<file path="src/hdl/assert_macros.svh">
// Assertion macros used by the shortest-seek ordering datapath.
`ifndef ASSERT_MACROS_SVH
`define ASSERT_MACROS_SVH

// Same-cycle implication, checked out of reset.
`define CHK_IMPLY(label, ante, cons, msg) \
    label: assert property (@(posedge clk) disable iff (!rst_n) (ante) |-> (cons)) \
        else $error(msg);

// Next-cycle implication, checked out of reset.
`define CHK_NEXT(label, ante, cons, msg) \
    label: assert property (@(posedge clk) disable iff (!rst_n) (ante) |=> (cons)) \
        else $error(msg);

`endif

</file>
<file path="src/hdl/ssf_pkg.sv">
// Package: constants, controller states and control/status structs for the SSF order block.
package ssf_pkg;

    localparam int QUEUE_DEPTH_DEF = 64;
    localparam int TRACK_BITS_DEF  = 8;
    localparam int PORT_TRACK_W    = 8;
    localparam int DIST_W          = 14;
    localparam logic [DIST_W-1:0] DIST_MAX = {DIST_W{1'b1}};

    typedef enum logic [2:0] {
        ST_LOAD,
        ST_HEAD_RD,
        ST_HEAD_CAP,
        ST_SCAN,
        ST_OUT
    } ctl_state_t;

    typedef struct packed {
        logic load;
        logic head_rd;
        logic head_cap;
        logic scan;
        logic commit;
        logic batch_clr;
    } ssf_cmd_t;

    typedef struct packed {
        logic scan_done;
        logic final_flag;
    } ssf_sts_t;

endpackage

</file>
<file path="src/hdl/ssf_ctrl.sv">
// Controller state machine: load, head fetch, nearest-track scan and result handoff.
module ssf_ctrl
    import ssf_pkg::*;
(
    input  logic     clk,
    input  logic     rst_n,
    input  logic     req_valid,
    input  logic     last,
    output logic     req_stall,
    output logic     res_valid,
    input  logic     res_stall,
    input  ssf_sts_t sts,
    output ssf_cmd_t cmd
);

    ctl_state_t state_reg;
    ctl_state_t state_next;

    always_ff @(posedge clk or negedge rst_n)
    begin
        if (!rst_n)
        begin
            state_reg <= ST_LOAD;
        end
        else
        begin
            state_reg <= state_next;
        end
    end

    always_comb
    begin
        state_next = state_reg;
        unique case (state_reg)
            ST_LOAD:
            begin
                if (req_valid && last)
                begin
                    state_next = ST_HEAD_RD;
                end
            end
            ST_HEAD_RD:
            begin
                state_next = ST_HEAD_CAP;
            end
            ST_HEAD_CAP:
            begin
                state_next = ST_SCAN;
            end
            ST_SCAN:
            begin
                if (sts.scan_done)
                begin
                    state_next = ST_OUT;
                end
            end
            ST_OUT:
            begin
                if (!res_stall)
                begin
                    state_next = sts.final_flag ? ST_LOAD : ST_SCAN;
                end
            end
            default:
            begin
                state_next = ST_LOAD;
            end
        endcase
    end

    always_comb
    begin
        cmd       = '0;
        req_stall = 1'b1;
        res_valid = 1'b0;
        unique case (state_reg)
            ST_LOAD:
            begin
                req_stall = 1'b0;
                cmd.load  = req_valid;
            end
            ST_HEAD_RD:
            begin
                cmd.head_rd = 1'b1;
            end
            ST_HEAD_CAP:
            begin
                cmd.head_cap = 1'b1;
            end
            ST_SCAN:
            begin
                cmd.scan = 1'b1;
            end
            ST_OUT:
            begin
                res_valid     = 1'b1;
                cmd.batch_clr = !res_stall && sts.final_flag;
                cmd.commit    = !res_stall && !sts.final_flag;
            end
            default:
            begin
                req_stall = 1'b1;
            end
        endcase
    end

endmodule

</file>
<file path="src/hdl/ssf_datapath.sv">
// Datapath: request store, pending bits, nearest-track search and running seek distance.
`include "assert_macros.svh"

module ssf_datapath
    import ssf_pkg::*;
#(
    parameter int QUEUE_DEPTH = QUEUE_DEPTH_DEF,
    parameter int TRACK_BITS  = TRACK_BITS_DEF
)
(
    input  logic                    clk,
    input  logic                    rst_n,
    input  ssf_cmd_t                cmd,
    output ssf_sts_t                sts,
    input  logic [PORT_TRACK_W-1:0] track,
    output logic [PORT_TRACK_W-1:0] served_track,
    output logic [DIST_W-1:0]       total_distance
);

    localparam int CNT_W = $clog2(QUEUE_DEPTH + 1);
    localparam int IDX_W = $clog2(QUEUE_DEPTH);
    localparam int EXT_W = (TRACK_BITS > PORT_TRACK_W) ? TRACK_BITS : PORT_TRACK_W;
    localparam int SUM_W = ((TRACK_BITS > DIST_W) ? TRACK_BITS : DIST_W) + 1;
    localparam logic [CNT_W-1:0] DEPTH_C = CNT_W'(QUEUE_DEPTH);

    logic [TRACK_BITS-1:0] mem [QUEUE_DEPTH];
    logic [TRACK_BITS-1:0] rd_data_reg;
    logic [IDX_W-1:0]      rd_addr;

    logic [CNT_W-1:0]       cnt_reg, cnt_next;
    logic [QUEUE_DEPTH-1:0] pending_reg, pending_next;
    logic [TRACK_BITS-1:0]  head_reg, head_next;
    logic [TRACK_BITS-1:0]  out_track_reg, out_track_next;
    logic [DIST_W-1:0]      out_sum_reg, out_sum_next;
    logic [CNT_W-1:0]       res_cnt_reg, res_cnt_next;
    logic [CNT_W-1:0]       idx_reg, idx_next;
    logic                   p_valid_reg, p_valid_next;
    logic [IDX_W-1:0]       p_idx_reg, p_idx_next;
    logic                   found_reg, found_next;
    logic [TRACK_BITS-1:0]  best_val_reg, best_val_next;
    logic [TRACK_BITS-1:0]  best_dist_reg, best_dist_next;
    logic                   clr_en_reg, clr_en_next;

    logic [EXT_W-1:0]      trk_ext;
    logic [TRACK_BITS-1:0] trk_in;
    logic [EXT_W-1:0]      out_ext;
    logic                  store_wr;
    logic                  issue;
    logic [TRACK_BITS-1:0] cand_dist;
    logic                  cand_ok;
    logic                  cand_better;
    logic [SUM_W-1:0]      sum_wide;
    logic [DIST_W-1:0]     sum_sat;

    assign trk_ext        = EXT_W'(track);
    assign trk_in         = trk_ext[TRACK_BITS-1:0];
    assign out_ext        = EXT_W'(out_track_reg);
    assign served_track   = out_ext[PORT_TRACK_W-1:0];
    assign total_distance = out_sum_reg;

    assign store_wr = cmd.load && (cnt_reg < DEPTH_C);
    assign issue    = cmd.scan && (idx_reg < cnt_reg);
    assign rd_addr  = cmd.head_rd ? '0 : idx_reg[IDX_W-1:0];

    always_ff @(posedge clk)
    begin
        if (store_wr)
        begin
            mem[cnt_reg[IDX_W-1:0]] <= trk_in;
        end
        rd_data_reg <= mem[rd_addr];
    end

    assign cand_dist   = (rd_data_reg > head_reg) ? (rd_data_reg - head_reg)
                                                  : (head_reg - rd_data_reg);
    assign cand_ok     = p_valid_reg && pending_reg[p_idx_reg] && (rd_data_reg != head_reg);
    assign cand_better = cand_ok && (!found_reg || (cand_dist < best_dist_reg));

    assign sum_wide = SUM_W'(out_sum_reg) + SUM_W'(best_dist_reg);
    assign sum_sat  = (sum_wide > SUM_W'(DIST_MAX)) ? DIST_MAX : sum_wide[DIST_W-1:0];

    assign sts.scan_done  = !(idx_reg < cnt_reg) && !p_valid_reg;
    assign sts.final_flag = !found_reg || (res_cnt_reg >= DEPTH_C);

    always_comb
    begin
        cnt_next       = cnt_reg;
        pending_next   = pending_reg;
        head_next      = head_reg;
        out_track_next = out_track_reg;
        out_sum_next   = out_sum_reg;
        res_cnt_next   = res_cnt_reg;
        idx_next       = idx_reg;
        p_valid_next   = issue;
        p_idx_next     = idx_reg[IDX_W-1:0];
        found_next     = found_reg;
        best_val_next  = best_val_reg;
        best_dist_next = best_dist_reg;
        clr_en_next    = clr_en_reg;

        if (store_wr)
        begin
            pending_next[cnt_reg[IDX_W-1:0]] = (cnt_reg != '0);
            cnt_next = cnt_reg + 1'b1;
        end

        if (issue)
        begin
            idx_next = idx_reg + 1'b1;
        end

        // chosen value is dropped with its duplicates while the next search runs
        if (p_valid_reg && clr_en_reg && (rd_data_reg == head_reg))
        begin
            pending_next[p_idx_reg] = 1'b0;
        end

        if (cand_better)
        begin
            found_next     = 1'b1;
            best_val_next  = rd_data_reg;
            best_dist_next = cand_dist;
        end

        if (cmd.head_cap)
        begin
            head_next      = rd_data_reg;
            out_track_next = rd_data_reg;
            out_sum_next   = '0;
            res_cnt_next   = CNT_W'(1);
            idx_next       = CNT_W'(1);
            found_next     = 1'b0;
            clr_en_next    = 1'b0;
        end

        if (cmd.commit)
        begin
            head_next      = best_val_reg;
            out_track_next = best_val_reg;
            out_sum_next   = sum_sat;
            res_cnt_next   = res_cnt_reg + 1'b1;
            idx_next       = CNT_W'(1);
            found_next     = 1'b0;
            clr_en_next    = 1'b1;
        end

        if (cmd.batch_clr)
        begin
            cnt_next     = '0;
            pending_next = '0;
        end
    end

    always_ff @(posedge clk or negedge rst_n)
    begin
        if (!rst_n)
        begin
            cnt_reg     <= '0;
            pending_reg <= '0;
            head_reg    <= '0;
            res_cnt_reg <= '0;
            idx_reg     <= '0;
            p_valid_reg <= 1'b0;
            found_reg   <= 1'b0;
            clr_en_reg  <= 1'b0;
        end
        else
        begin
            cnt_reg     <= cnt_next;
            pending_reg <= pending_next;
            head_reg    <= head_next;
            res_cnt_reg <= res_cnt_next;
            idx_reg     <= idx_next;
            p_valid_reg <= p_valid_next;
            found_reg   <= found_next;
            clr_en_reg  <= clr_en_next;
        end
    end

    always_ff @(posedge clk)
    begin
        out_track_reg <= out_track_next;
        out_sum_reg   <= out_sum_next;
        p_idx_reg     <= p_idx_next;
        best_val_reg  <= best_val_next;
        best_dist_reg <= best_dist_next;
    end

    `CHK_IMPLY(a_scan_in_range, p_valid_reg, CNT_W'(p_idx_reg) < cnt_reg,
        "scan reads past loaded entries")
    `CHK_IMPLY(a_commit_found, cmd.commit, found_reg, "commit without a candidate")
    `CHK_NEXT(a_head_moves, cmd.commit, head_reg != $past(head_reg),
        "pick did not move the head")
    `CHK_NEXT(a_batch_cleared, cmd.batch_clr, (cnt_reg == '0) && (pending_reg == '0),
        "batch not cleared at end of run")

endmodule

</file>
<file path="src/hdl/shortest_seek_first_order.sv">
// Top level: shortest-seek-first ordering of a batch of track requests.
//
// Request channel (req_valid/req_stall, track, last): one word per request.
// The first word of a batch is the starting head; words are taken one per
// cycle while loading. The word with last set starts scheduling; words past
// QUEUE_DEPTH are dropped, and req_stall stays high until the run is done.
// Result channel (res_valid/res_stall): the head first, then the nearest
// pending track each time, with the running seek distance (saturating) and
// final_res on the last word of the run.
// After the last request the head is read and captured from the store; every
// result word, the head included, then waits on a search pass over the
// request store through its single read port, and the next pass begins once
// the receiver has taken the word.
// A stalled result holds its value and the search waits behind it.
// Reset clears the batch and pending bits; the store itself is not cleared.
module shortest_seek_first_order
    import ssf_pkg::*;
#(
    parameter int QUEUE_DEPTH = QUEUE_DEPTH_DEF,
    parameter int TRACK_BITS  = TRACK_BITS_DEF
)
(
    input  logic                    clk,
    input  logic                    rst_n,
    input  logic                    req_valid,
    output logic                    req_stall,
    input  logic [PORT_TRACK_W-1:0] track,
    input  logic                    last,
    output logic                    res_valid,
    input  logic                    res_stall,
    output logic [PORT_TRACK_W-1:0] served_track,
    output logic [DIST_W-1:0]       total_distance,
    output logic                    final_res
);

    ssf_cmd_t cmd;
    ssf_sts_t sts;

    assign final_res = sts.final_flag;

    ssf_ctrl u_ctrl (
        .clk       (clk),
        .rst_n     (rst_n),
        .req_valid (req_valid),
        .last      (last),
        .req_stall (req_stall),
        .res_valid (res_valid),
        .res_stall (res_stall),
        .sts       (sts),
        .cmd       (cmd)
    );

    ssf_datapath #(
        .QUEUE_DEPTH (QUEUE_DEPTH),
        .TRACK_BITS  (TRACK_BITS)
    ) u_datapath (
        .clk            (clk),
        .rst_n          (rst_n),
        .cmd            (cmd),
        .sts            (sts),
        .track          (track),
        .served_track   (served_track),
        .total_distance (total_distance)
    );

endmodule
</file>
<file path="config.mk">
export PLATFORM = sky130hd
export DESIGN_NAME = shortest_seek_first_order
export DESIGN_NICKNAME = d
export VERILOG_FILES = /design/src/hdl/ssf_pkg.sv /design/src/hdl/ssf_ctrl.sv /design/src/hdl/ssf_datapath.sv /design/src/hdl/shortest_seek_first_order.sv
export VERILOG_INCLUDE_DIRS = /design/src /design/src/hdl
export SDC_FILE = /design/constraint.sdc
export NUM_CORES = 1
export LEC_CHECK = 0
export ABC_AREA = 1
export BUFFER_PORTS_ARGS = -buffer_cell sky130_fd_sc_hd__buf_4
export CORE_MARGIN = 3
export CORE_UTILIZATION = 39
export DETAILED_ROUTE_END_ITERATION = 10
export GPL_ROUTABILITY_DRIVEN = 1
export PLACE_DENSITY = 0.58
export SYNTH_ARGS = -nofsm -noshare
export SYNTH_HDL_FRONTEND = slang
export SYNTH_SLANG_ARGS = --single-unit
</file>
<file path="constraint.sdc">
create_clock -name clk -period 5.2 [get_ports clk]
set_input_delay 0.78 -clock clk [delete_from_list [all_inputs] [get_ports clk]]
set_output_delay 0.78 -clock clk [all_outputs]
set_load 0.05 [all_outputs]
</file>
==> metrics.md, run 1 <==
| Metric | Value |
|---|---|
| Outcome | `completed` |
| RD Place Congestion | `0.9043` |
| CTS tree | `yes` |
| # Max-Cap Violations | `0` |
| Area grow syn2layout | `11.35%` |
| Syn_nets | `3,108` |
| Max clock buf depth | `3` |
| Die Wd | `288.2 um` |
| RSZ-0062 raised after global routing | `false` |
| IO Pins | `38` |
| Mapped Area | `around 31,000 um2` |
| Largest net degree at the start of global routing | `129` |
| CORE AREA | `78,100 um2` |
| Clock Skews | `24.25 ps` |
| Simple-Gate Fraction of Synth Area | `24.70%` |
| Design area | `34,580 um2` |
| Leakage | `13.96 nW` |
| Adder-cell area share of the yosys netlist | `1.805%` |
| Syn Inst Count | `3,052` |
| Clock transition at the registers of the reported paths | `60 ps` |
| Final setup fails | `0` |
| Critical Path RT | `5490 ps` |
| Initial Util | `39.76%` |
| Fraction of registers with async set/reset | `14.93%` |
| CTS hold repair buffers | `0` |
| Placed Cells | `3,993` |
| Distinct cells, synth | `45` |
| # resized after CTS | `0` |
| Final Hold Vio Count | `0` |
| Relative slew slack | `20.75%` |
| Hold WS | `roughly 260 ps` |
| Vias in the first global route | `22,090` |
| Rows | `between 100 and 150` |
| Buffers on Ports | `37` |
| Via/cell ratio | `5.334` |
| Largest family of logic cells by synthesized area | `simple AND/OR/NAND/NOR gates` |
| Number of enable flip-flop cells after synthesis | `550` |
| Max reg flops | `512` |
| Hold WC Path Type | `in2async` |
| Die height | `approximately 290 um` |
| Worst Tran Pin Value | `about 1200 ps` |
| H-tree depth | `3` |
| Final #Nets | `slightly above 3,000` |
| Xor/xnor cell area share of the yosys netlist | `0.5640%` |
| Leading post-synthesis cells by cell area | `edfxtp_1, nand3_1, dfrtp_1` |
| Die footprint | `83,050 um2` |
| Starting DRT DRC Count | `2,223` |
| Clock sinks | `663` |
| Share of cells above drive strength 1 | `7.485%` |
| Post-synth top area cell | `edfxtp_1` |
| Post-CTS setup buffers | `0` |
| Total global-route track usage | `20.12%` |
| Non-Filler Instances | `4,127` |
| Multiplexer share of the synthesized area | `0%` |
| Worst-Skew Late Latency | `620 ps` |
| Post-synthesis register bit count | `663` |
| Max VDD drop | `0.0003424 V` |
| Startpoint Class | `flop` |
| Max Clock Freq | `approximately 280 MHz` |
| Synth warn | `0` |
| Total wire length | `82.98 mm` |
| Inserted Clock Buffers | `73` |
| Antenna violations before repair | `0` |
| Crit Path Class | `reg2reg` |
| TNS Setup | `0 ps` |
| # DRC | `0` |
| Layout fillers | `between 7,000 and 8,000` |
| Main synth FF type | `edfxtp_1` |
| Post-DP Area | `roughly 32,000 um2` |
| Synth Area in Compound Gates | `around 3.5%` |
| Final Critical Period | `between 3000 and 4000 ps` |
| Worst endpoint data arrival time | `3800 ps` |
| Top-area cell type share of the netlist area | `53.18%` |
| Dpl hpwl | `a little under 50 mm` |
| Final period util | `67.49%` |
| Max-slew violations | `0` |
| First-pass GRT wire length | `129.6 mm` |
| P per Cell Area | `546.8 nW/um2` |
| Endpoint class of the critical path | `flop` |
| Detailed-route via count | `~22,000` |
| Post-synthesis sequential area ratio | `62.06%` |
| Total gr overflow | `0` |
| Post-DRT Antenna Nets | `0` |
| Syn_area_per_cell | `10.18 um2` |
| Detailed Routing Iterations Pass 1 | `6` |
| Root Buffer Master | `clkbuf_16` |
| Peak fanout along the critical path | `16` |
| Drt wl/cell | `20.11 um` |
[per-layer routing]
layer | up-vias | track usage, % | part of all wire, %
li1 | 10320 | - | -
met1 | 10730 | 27.74 | 44
met2 | 779 | 32.33 | 46
met3 | 187 | 3.173 | 6.4
met4 | 0 | 7.270 | 3.4
met5 | - | 0 | 0
[cell type report]
| class | count | area [um2] | area share, % |
|---|---|---|---|
| diodes | 1 | 2.502 | 0.007236 |
| clock buffers | 105 | 2093 | 6.053 |
| clock inverters | 28 | 267.8 | 0.7743 |
| inverters | 406 | 1529 | 4.421 |
| multi-input cells | 1815 | 9529 | 27.56 |
| flip-flops and latches | 663 | 19280 | 55.75 |
| well taps | 1040 | 1301 | 3.763 |
| repair buffers | 69 | 580.6 | 1.679 |
[report_power, final]
part / internal, mW / switching (mW)
Sequential: 6.21 / 0.328
Combinational: 2.11 / 5.10
Clock: 3.05 / 2.11
Total: 11.4 / 7.54
[kinds of logic (layout without fill, tap and decap cells)]
kind of cell,after synthesis,in the layout
and+or+nand+nor,1582,1582
DFF,663,663
buffers and inverters,574,608
AOI/OAI and AO/OA,170,170
adders and majority gates,43,43
xor gates and xnor gates,20,20
other,0,1
[final timing paths]
kind / slack (ps) / end / cells after the start / startpoint
setup reg to reg: 1690 / u_datapath.best_val_reg[2]$_DFFE_PP_ / 20 / u_datapath.rd_data_reg[0]$_DFF_P_
hold reg to reg: 470 / u_datapath.best_val_reg[2]$_DFFE_PP_ / 0 / u_datapath.rd_data_reg[2]$_DFF_P_
hold / removal: 260 / u_datapath.head_reg[4]$_DFFE_PN0N_ / 1 / rst_n
setup / recovery: 1690 / u_datapath.best_val_reg[2]$_DFFE_PP_ / 20 / u_datapath.rd_data_reg[0]$_DFF_P_
max in group asynchronous: 3820 / u_datapath.pending_reg[5]$_DFF_PN0_ / 2 / rst_n
min in group clk: 470 / u_ctrl.state_reg[2]$_DFFE_PN0P_ / 3 / res_stall
[critical path, cell delays in order, from the launching register on]
cell and delay [ps]:
dfxtp_1 370, inv_1 70, ha_1 180, inv_1 90, fa_1 210, inv_1 60, o21ai_0 290, nand4_1 140
o311ai_0 120, nand2_1 250, inv_1 200, nand2_1 70, nand2_1 70, inv_1 50, ha_1 280, a21oi_1 130
o21ai_0 90, nand4_1 80, a21oi_1 60, nor2_1 100, buf_4 270
[cells in the mapped netlist, types with 3 or more instances]
library cell and number:
nand2_1 596, nand3_1 566, edfxtp_1 550, inv_1 394, nand3b_1 192, nor2_1 161, dfrtp_1 99, buf_2 95
a211oi_1 55, clkbuf_1 47, a21oi_1 40, ha_1 40, o21ai_0 40, buf_1 25, nor3_1 23, xor2_1 17
dfxtp_1 14, inv_2 11, nor2_4 11, nor3_2 7, nand3_4 6, nand4_1 6, nor2_2 6, a211oi_2 5
o21ai_1 5, nand3_2 4, o21a_1 4, o22ai_1 4, a31oi_1 3, fa_1 3, o211a_1 3, xnor2_1 3
[layout by cell type (no fill, tap or decap), types with 3 or more instances in the layout]
cell type    n
nor2_4      11
clkinv_1     6
o21ai_1      5
bufinv_16    5
clkinv_2    14
o22ai_1      4
inv_2       10
nand2_1    593
inv_1      394
buf_4       64
clkbuf_1    23
a211oi_1    55
a211oi_2     5
nor3_2       8
xnor2_1      3
o21ai_0     40
nand4_1      6
ha_1        40
dfxtp_1     14
nand3_2      3
buf_12       5
dfrtp_1     98
nor2_1     161
edfxtp_1   550
nor2_2       6
nand3b_1   192
a31oi_1      3
fa_1         3
nor3_1      22
o21a_1       4
o211a_1      3
nand3_4      7
a21oi_1     40
nand3_1    566
clkbuf_8     4
clkbuf_16   78
xor2_1      17
[metrics by stage]
step	util (%)	power, mW	setup WS (ps)
2_1_floorplan	-	11.59	1676
3_3_place_gp	41.25	13.69	1721
3_5_place_dp	41.25	13.81	1680
4_1_cts	44.27	19.00	1680
5_1_grt	44.27	20.07	1259
6_report	44.27	18.91	1690
No activity file was read; power rests on OpenSTA's default activity.
==> run 2: changes to the inputs <==
Settings changed: PLACE_DENSITY 0.58 to 0.6.
Clock period 5.2 ns to 3.1 ns, I/O delays scaled along.
==> metrics.md, run 2 (synthesis results as in run 1) <==
| Metric | Value |
|---|---|
| Hold WC Path Type | `in2reg` |
| Max reg flops | `512 (unchanged)` |
| Die Wd | `288.2 um (unchanged)` |
| Die footprint | `83,050 um2 (unchanged)` |
| Clock sinks | `663 (unchanged)` |
| Final #Nets | `3,200 (+3.8%)` |
| CORE AREA | `78,100 um2 (unchanged)` |
| Max VDD drop | `0.0007877 V (+130%)` |
| Startpoint Class | `flop` |
| Relative slew slack | `39.96% (+19 points)` |
| Die height | `288.2 um (unchanged)` |
| Worst setup startpoint | `u_datapath.rd_data_reg[0]$_DFF_P_` |
| Dpl ws | `-179.9 ps (-1860 ps)` |
| Leakage | `14.62 nW (+4.8%)` |
| Worst endpoint data arrival time | `3360 ps (-440 ps)` |
| Outcome | `completed` |
| Most frequent cells in the layout | `nand2_1, nand3_1, edfxtp_1` |
| # diodes | `0 (-1)` |
| IO Pins | `38 (unchanged)` |
| Area grow syn2layout | `15.05%` |
| Final Critical Period | `2997 ps (-512.7 ps)` |
| Final setup margin | `103.2 ps (-1587 ps)` |
| Layout fillers | `7,289 (-1.4%)` |
| Via/cell ratio | `5.194 (-2.6%)` |
| # DRC | `0 (unchanged)` |
| Max clock buf depth | `3 (unchanged)` |
| Total power | `33.03 mW (+75%)` |
| Total wire length | `82.41 mm (-0.69%)` |
| Final Hold Vio Count | `0 (unchanged)` |
| Max incr delay on CP | `350 ps (-20 ps)` |
| Clock transition at the registers of the reported paths | `60 ps (about the same)` |
| Endpoint class of the critical path | `flop` |
| Antenna violations before repair | `0 (unchanged)` |
| P per Cell Area | `924.3 nW/um2 (+69%)` |
| CP endpoint | `u_datapath.best_val_reg[5]$_DFFE_PP_` |
| R2R Setup Slk | `100 ps (-1590 ps)` |
| Design area | `35,730 um2 (+3.3%)` |
| Initial Util | `39.76% (unchanged)` |
| CP Buf/Inv Count | `6 (unchanged)` |
| Final setup fails | `0 (unchanged)` |
| Commonest non-fill, non-tap cell in the layout | `nand2_1` |
| Share of cells above drive strength 1 | `11.44% (+4.0 points)` |
| Max Clock Freq | `333.7 MHz (+17%)` |
| Most used cell, CP | `inv_2` |
| First-pass GRT wire length | `127.8 mm (-1.4%)` |
| Post-DP Area | `33,200 um2 (+3.1%)` |
| Total global-route track usage | `19.89% (-0.24 points)` |
| Detailed-route via count | `22,020 (+0.036%)` |
| Inserted Clock Buffers | `72 (-1.4%)` |
| Worst Tran Pin Value | `900.6 ps (-279.0 ps)` |
| Largest net degree at the start of global routing | `134 (+3.9%)` |
| R2r worst-path depth | `20 (unchanged)` |
| Clock Skews | `16.52 ps (-7.730 ps)` |
| Reg-to-Reg End | `u_datapath.best_val_reg[5]$_DFFE_PP_` |
| RD Place Congestion | `0.8580 (-5.1%)` |
| CTS tree | `yes` |
| Post-DRT Antenna Nets | `0 (unchanged)` |
| Root Buffer Master | `clkbuf_16` |
| Worst-Skew Late Latency | `610 ps (about the same)` |
| Starting DRT DRC Count | `2,252 (+1.3%)` |
| WP depth | `20 (unchanged)` |
| Detailed Routing Iterations Pass 1 | `5 (-1)` |
| RSZ-0062 raised after global routing | `true` |
| Total gr overflow | `0 (unchanged)` |
| Final period util | `96.67% (+29 points)` |
| Rows | `102 (unchanged)` |
| Crit Path Class | `reg2reg` |
| # Max-Cap Violations | `0 (unchanged)` |
| Dpl hpwl | `48.90 mm (-0.12%)` |
| Buffers on Ports | `37 (unchanged)` |
| Drt wl/cell | `19.44 um (-3.3%)` |
| CP top delay family | `adder cells` |
| Worst-path cell chain | `inv_2, ha_2, inv_2, fa_2, inv_2, o21ai_2, nand4_1, o311ai_1, nand2_1, inv_2, buf_6, nand2_4, nand2_4, ha_4, a21oi_2, o21ai_1, nand4_1, a21oi_2, nor2_4, buf_6` |
| Max-slew violations | `0 (unchanged)` |
| Vias in the first global route | `21,520 (-2.6%)` |
| H-tree depth | `3 (unchanged)` |
| Max stage delay cell, worst path | `fa_2` |
| Peak fanout along the critical path | `6 (-10)` |
| Reg2reg start | `u_datapath.rd_data_reg[0]$_DFF_P_` |
| Critical Path RT | `3470 ps (-2020 ps)` |
| Hold WS | `128.2 ps (-130.2 ps)` |
-- run 2: where the power goes --
part	total (mW)	switching [mW]	internal [mW]
Sequential	10.8	0.431	10.4
Combinational	13.5	9.11	4.41
Clock	8.66	3.51	5.15
Total	33.0	13.1	20.0
-- run 2: worst min-delay path by stage --
stage / end / cells past startpoint / slack [ps] / startpoint
floorplan: u_ctrl.state_reg[0]$_DFFE_PN0P_ / 0 / 170 / rst_n
global placement: u_datapath.best_val_reg[7]$_DFFE_PP_ / 0 / 450 / u_datapath.rd_data_reg[7]$_DFF_P_
detailed placement: u_datapath.res_cnt_reg[5]$_DFFE_PN0N_ / 1 / 450 / u_datapath.res_cnt_reg[5]$_DFFE_PN0N_
CTS: u_ctrl.state_reg[2]$_DFFE_PN0P_ / 3 / 100 / res_stall
global route: u_ctrl.state_reg[2]$_DFFE_PN0P_ / 3 / 170 / res_stall
finish: u_ctrl.state_reg[2]$_DFFE_PN0P_ / 3 / 130 / res_stall
-- run 2: layout make-up --
| class | instances | area [um2] | share of cell area, % |
|---|---|---|---|
| sequential | 663 | 19280 | 53.96 |
| multi-input combinational | 1815 | 9632 | 26.96 |
| clock buffer | 103 | 2107 | 5.897 |
| timing repair buffer | 186 | 1618 | 4.528 |
| inverter | 406 | 1529 | 4.279 |
| tap | 1040 | 1301 | 3.642 |
| clock inverter | 27 | 265.3 | 0.7424 |
-- run 2: what timing repair did --
item	CTS	global route
gates resized for setup	12	20
setup endpoints to repair	16	16
hold buffers	1	0
pin swaps	3	15
hold endpoints to repair	44	0
setup buffers	2	2
-- run 2: worst register-to-register path, cell delays in order, from the launching register on --
cell	delay, ps
dfxtp_2	320
inv_2	50
ha_2	180
inv_2	40
fa_2	350
inv_2	80
o21ai_2	60
nand4_1	90
o311ai_1	90
nand2_1	180
inv_2	80
buf_6	120
nand2_4	50
nand2_4	60
ha_4	260
a21oi_2	40
o21ai_1	140
nand4_1	140
a21oi_2	220
nor2_4	60
buf_6	140
-- run 2: stage by stage --
stage	utilization [%]	TNS, ps	cells
4_1_cts	45.62	0	4238
5_1_grt	45.75	-2448	4240
2_1_floorplan	-	0	3052
3_3_place_gp	42.51	-1820	4105
6_report	45.75	0	4240
3_5_place_dp	42.51	-2808	4105
-- run 2: per-layer routing --
| layer | part of all wire [%] | global-route usage [%] | up-vias | wire [um] |
|---|---|---|---|---|
| met4 | 2.2 | 5.281 | 0 | 1811 |
| met3 | 6.2 | 3.433 | 121 | 5138 |
| li1 | - | - | 10560 | - |
| met1 | 44 | 27.47 | 10720 | 36400 |
| met2 | 47 | 32.55 | 626 | 39060 |
| met5 | 0 | 0 | - | 0 |
